`src/rtl/tlkc_pkg.sv`:
```
package tlkc_pkg;

   // one cache entry as it lies in the entry memory
   typedef struct packed {
      logic        valid;
      logic [31:0] key;
      logic [7:0]  height;
      logic        has_tex;
      logic [31:0] stamp;
   } entry_type;

   // request kind (tuser)
   localparam logic KIND_ACCESS = 1'b0;
   localparam logic KIND_FLUSH  = 1'b1;

   // response status (tuser)
   localparam logic [1:0] STATUS_HIT     = 2'd0;
   localparam logic [1:0] STATUS_FILLED  = 2'd1;
   localparam logic [1:0] STATUS_FAILED  = 2'd2;
   localparam logic [1:0] STATUS_FLUSHED = 2'd3;

   localparam int SLOT_W = 9;

   typedef enum logic [2:0] {
      ST_CLEAR,
      ST_IDLE,
      ST_SCAN,
      ST_LAST,
      ST_WRITE
   } state_type;

   // what the search unit found after a full pass
   typedef struct packed {
      logic        found;
      logic [11:0] match_idx;
      logic        match_tex;
      logic        free_found;
      logic [11:0] free_idx;
      logic [11:0] oldest_idx;
      logic        oldest_tex;
      logic        any_tex;
   } srch_result_type;

endpackage

```
`src/rtl/tlkc_search.sv`:
```
module tlkc_search #(
   parameter int ENTRIES = 512
) (
   input  logic                       clock,
   input  logic                       reset,
   input  logic                       start,
   input  logic                       rd_vld,
   input  logic [$clog2(ENTRIES)-1:0] rd_idx,
   input  tlkc_pkg::entry_type        rd_data,
   input  logic [31:0]                key,
   input  logic [7:0]                 height,
   output tlkc_pkg::srch_result_type  result
);

   localparam int IDX_W = $clog2(ENTRIES);

   logic             found_ff, found_in;
   logic [IDX_W-1:0] match_idx_ff, match_idx_in;
   logic             match_tex_ff, match_tex_in;
   logic             free_found_ff, free_found_in;
   logic [IDX_W-1:0] free_idx_ff, free_idx_in;
   logic [IDX_W-1:0] oldest_idx_ff, oldest_idx_in;
   logic [31:0]      oldest_stamp_ff, oldest_stamp_in;
   logic             oldest_tex_ff, oldest_tex_in;
   logic             any_tex_ff, any_tex_in;
   logic             is_match;

   assign is_match = rd_data.valid && (rd_data.key == key) && (rd_data.height == height);

   always_comb begin
      found_in        = found_ff;
      match_idx_in    = match_idx_ff;
      match_tex_in    = match_tex_ff;
      free_found_in   = free_found_ff;
      free_idx_in     = free_idx_ff;
      oldest_idx_in   = oldest_idx_ff;
      oldest_stamp_in = oldest_stamp_ff;
      oldest_tex_in   = oldest_tex_ff;
      any_tex_in      = any_tex_ff;
      if (start) begin
         found_in      = 1'b0;
         free_found_in = 1'b0;
         any_tex_in    = 1'b0;
      end else if (rd_vld) begin
         // first match wins
         if (!found_ff && is_match) begin
            found_in     = 1'b1;
            match_idx_in = rd_idx;
            match_tex_in = rd_data.has_tex;
         end
         if (!free_found_ff && !rd_data.valid) begin
            free_found_in = 1'b1;
            free_idx_in   = rd_idx;
         end
         // strict less-than keeps the lowest index on ties
         if ((rd_idx == '0) || (rd_data.stamp < oldest_stamp_ff)) begin
            oldest_idx_in   = rd_idx;
            oldest_stamp_in = rd_data.stamp;
            oldest_tex_in   = rd_data.has_tex;
         end
         if (rd_data.valid && rd_data.has_tex) begin
            any_tex_in = 1'b1;
         end
      end
   end

   always_ff @(posedge clock) begin
      if (reset) begin
         found_ff      <= 1'b0;
         free_found_ff <= 1'b0;
         any_tex_ff    <= 1'b0;
      end else begin
         found_ff      <= found_in;
         free_found_ff <= free_found_in;
         any_tex_ff    <= any_tex_in;
      end
      match_idx_ff    <= match_idx_in;
      match_tex_ff    <= match_tex_in;
      free_idx_ff     <= free_idx_in;
      oldest_idx_ff   <= oldest_idx_in;
      oldest_stamp_ff <= oldest_stamp_in;
      oldest_tex_ff   <= oldest_tex_in;
   end

   always_comb begin
      result            = '0;
      result.found      = found_ff;
      result.match_idx  = 12'(match_idx_ff);
      result.match_tex  = match_tex_ff;
      result.free_found = free_found_ff;
      result.free_idx   = 12'(free_idx_ff);
      result.oldest_idx = 12'(oldest_idx_ff);
      result.oldest_tex = oldest_tex_ff;
      result.any_tex    = any_tex_ff;
   end

endmodule

```
`config.mk`:
```
export PLATFORM = sky130hd
export DESIGN_NAME = tlkc_search
export DESIGN_NICKNAME = d
export VERILOG_FILES = /design/src/rtl/tlkc_pkg.sv /design/src/rtl/tlkc_search.sv
export SDC_FILE = /design/constraint.sdc
export NUM_CORES = 1
export LEC_CHECK = 0
export ABC_AREA = 1
export BUFFER_PORTS_ARGS = -buffer_cell sky130_fd_sc_hd__buf_4
export CORE_ASPECT_RATIO = 0.5
export CORE_MARGIN = 2
export CORE_UTILIZATION = 35
export DETAILED_ROUTE_END_ITERATION = 8
export PLACE_DENSITY = 0.7
export SLEW_MARGIN = 10
export SYNTH_ARGS = -nofsm -noshare
export SYNTH_HDL_FRONTEND = slang
export SYNTH_SLANG_ARGS = --single-unit
```
`constraint.sdc`:
```
create_clock -name clock -period 3.44 [get_ports clock]
set_input_delay 0.344 -clock clock [delete_from_list [all_inputs] [get_ports clock]]
set_output_delay 0.344 -clock clock [all_outputs]
set_load 0.02 [all_outputs]
```
==> flow_metrics.py <==
metrics = {
    "status": {
        "status": "completed",
    },
    "clocking": {
        "clk_pin_slew_ns": 0.05,
        "cts_inserted_buffers": 9,
        "cts_tree": "yes",
        "clk_latency_ns": 0.33,
        "htreeDepth": 3,
        "cts_repair_resize_count": 0,
        "cts_hold_buf": 0,
        "cts.root.buffer_cell": "clkbuf_16",
        "cts_setup_buffers": 0,
        "clockBufferDepth": 2,
        "clock_sinks": 64,
    },
    "layout": {
        "diodes": 0,
        "drive_gt1_frac": 0.3556,
        "fin_nets": 676,
        "final_common_cell": "buf_4",
        "area_growth_pct": 45.69,
        "final_cell_mix": "buf_4, inv_1, nand2_1",
        "nFillCells": 874,
    },
    "timing": {
        "fmax_mhz": 419.2,
        "setup_violations": 0,
        "finalCritPeriodShare": 0.6935,
        "hold_viol": 0,
        "slew_headroom": 0.4331,
        "setup_ws_ns": 1.054,
        "worst_slew_pin_slew_ns": 0.8472,
        "clock_skew_ns": 0.009437,
        "final.setup.tns_ns": 0,
        "maxSlewViolCount": 0,
        "rsz0062_at_grt": "false",
        "hold_slack_ns": 0.2033,
        "fin_crit_ns": 2.386,
    },
    "floorplan": {
        "dieHeight_um": 74.96,
        "core_sq_um": 9603,
        "die-area_sq_um": 10940,
        "start_util": 0.3670,
        "ioPinCount": 168,
        "row_count": 25,
        "dieWidth_um": 145.9,
    },
    "global_route": {
        "first_global_vias": 2763,
        "grt_overflow": 0,
        "grtUsageTotal": 0.1505,
        "grt_pass1_wl_mm": 12.60,
        "grt_start_max_net_pins": 30,
        "antenna_found_initial": 0,
    },
    "drt": {
        "first_iter_violations": 124,
        "drt_pass1_iterations": 4,
        "met3_length_um": 415,
        "drt_drc_violations_left": 0,
        "ant_nets": 0,
        "via_per_inst": 4.237,
        "detail_route.wirelength_mm": 8.297,
        "m1WireLength_mm": 3.402,
        "wire_per_inst_um": 12.61,
        "num_vias": 2788,
        "wl_met2_mm": 4.399,
        "dr.max_layer_used": "met4",
    },
    "placed_design": {
        "post-dp-hpwl_mm": 6.794,
        "port_buffers": 158,
        "gp_congestion": 0.7702,
        "detailedPlace.worstSlack_ns": 0.9412,
    },
    "worst_hold_path": {
        "hold_class": "in2reg",
    },
    "synth": {
        "ys_types": 29,
        "ys_seq_area_frac": 0.5367,
        "ys_warn_count": 0,
        "avgSynthCellArea_sq_um": 9.985,
        "synth_seq_cells": 64,
        "syn_inst": 353,
        "syn_area_sq_um": 3525,
    },
    "critical_path": {
        "worstSetupPathType": "reg2reg",
        "cp.arrival_ns": 2.41,
        "cp-start-kind": "flip-flop",
        "cp.required_ns": 3.47,
        "path_max_fanout": 29,
        "crit_path_end_kind": "flip-flop",
    },
    "power_and_ir_drop": {
        "vdd_ir_drop_max_mv": 0.2465,
        "p_leak_nw": 2.475,
        "power_density_nw_per_um2": 404.9,
    },
    "flow_run": {
        "max_cap_viol_count": 0,
    },
}
[per-stage QoR]
| stage | total power, mW | instances | cell area, sq um | utilization |
|---|---|---|---|---|
| final | 2.079 | 658 | 5135 | 0.5347 |
| after global routing | 2.162 | 658 | 5135 | 0.5347 |
| after global placement | 1.208 | 642 | 4843 | 0.5044 |
| after CTS | 2.097 | 658 | 5135 | 0.5347 |
| after floorplan | 1.048 | 361 | 3558 | - |
| after detailed placement | 1.215 | 642 | 4843 | 0.5044 |
[final cells by class]
class | instances | area, sq um | share of cell area
multi-input combinational | 211 | 1299 | 0.2529
clock buffer | 12 | 236.5 | 0.04605
sequential | 64 | 1892 | 0.3684
inverter | 72 | 270.3 | 0.05263
timing repair buffer | 160 | 1214 | 0.2364
tap | 135 | 168.9 | 0.03289
clock inverter | 4 | 55.05 | 0.01072
[worst paths after layout]
path / from / to / slack, ns / cells past startpoint
min reg2reg: any_tex_ff / any_tex_ff / 0.46 / 2
max reg2reg: oldest_stamp_ff[5] / oldest_stamp_ff[2] / 1.05 / 12
min: rd_data[25] / oldest_stamp_ff[25] / 0.20 / 1
max: oldest_stamp_ff[5] / oldest_stamp_ff[2] / 1.05 / 12
[cells by family (layout without fill, tap and decap cells)]
kind of cell / Yosys count / in the layout / share of synthesized area
other: 1 / 9 / 0.001064
AOI/OAI and AO/OA: 32 / 32 / 0.05005
adders and majority gates: 31 / 31 / 0.1100
buffers and inverters: 86 / 248 / 0.1065
xor gates and xnor gates: 15 / 15 / 0.03727
DFF: 64 / 64 / 0.5367
and+or+nand+nor: 124 / 124 / 0.1583
[critical path: stages (launching register included)]
cell and delay [ns]:
edfxtp_1 0.37, inv_1 0.07, ha_1 0.24, a21oi_1 0.15, nor2_1 0.05, nor3_1 0.12
nand2_1 0.08, nand2_1 0.06, nand2_1 0.07, nand2_1 0.06, nand2_1 0.08, a21oi_4 0.45
buf_12 0.27
[where the power goes]
part	switching [mW]	internal (mW)	leakage (nW)
registers	0.00604	0.883	0.584
clock network	0.319	0.563	0.137
logic	0.146	0.162	1.75
total	0.471	1.61	2.47
[per-layer routing]
| layer | vias up | track usage |
|---|---|---|
| met2 | 79 | 0.2846 |
| li1 | 1471 | - |
| met3 | 7 | 0.04545 |
| met4 | 0 | 0.04575 |
| met5 | - | 0 |
| met1 | 1231 | 0.1695 |
[state kept, by name (all words and copies together) (netlist names)]
| register | flops |
|---|---|
| oldest_stamp_ff | 32 |
| found_ff | 1 |
| match_idx_ff | 9 |
| oldest_idx_ff | 9 |
| match_tex_ff | 1 |
| free_idx_ff | 9 |
| oldest_tex_ff | 1 |
| free_found_ff | 1 |
| any_tex_ff | 1 |
[synth_stat cells]
master / n / area (sq um)
inv_1: 70 / 262.8
nand2_1: 66 / 247.7
edfxtp_1: 61 / 1832
ha_1: 31 / 387.9
nor2_1: 19 / 71.32
a21oi_1: 17 / 85.08
buf_4: 14 / 105.1
nor3_1: 11 / 55.05
nand3_1: 8 / 40.04
xor2_1: 8 / 70.07
xnor2_1: 7 / 61.31
nand4_1: 6 / 37.54
o21ai_0: 6 / 30.03
o22ai_1: 5 / 31.28
dfxtp_1: 3 / 60.06
or2_1: 3 / 18.77
a21oi_2: 2 / 17.52
inv_2: 2 / 7.510
nor2_2: 2 / 12.51
or2_0: 2 / 12.51
or2_2: 2 / 12.51
conb_1: 1 / 3.750
nand3_2: 1 / 10.01
nand4_2: 1 / 12.51
nor2_4: 1 / 11.26
nor3_2: 1 / 10.01
nor4_1: 1 / 6.260
o21a_1: 1 / 7.510
o21ai_1: 1 / 5.000
(Power assumes the default switching activity.)
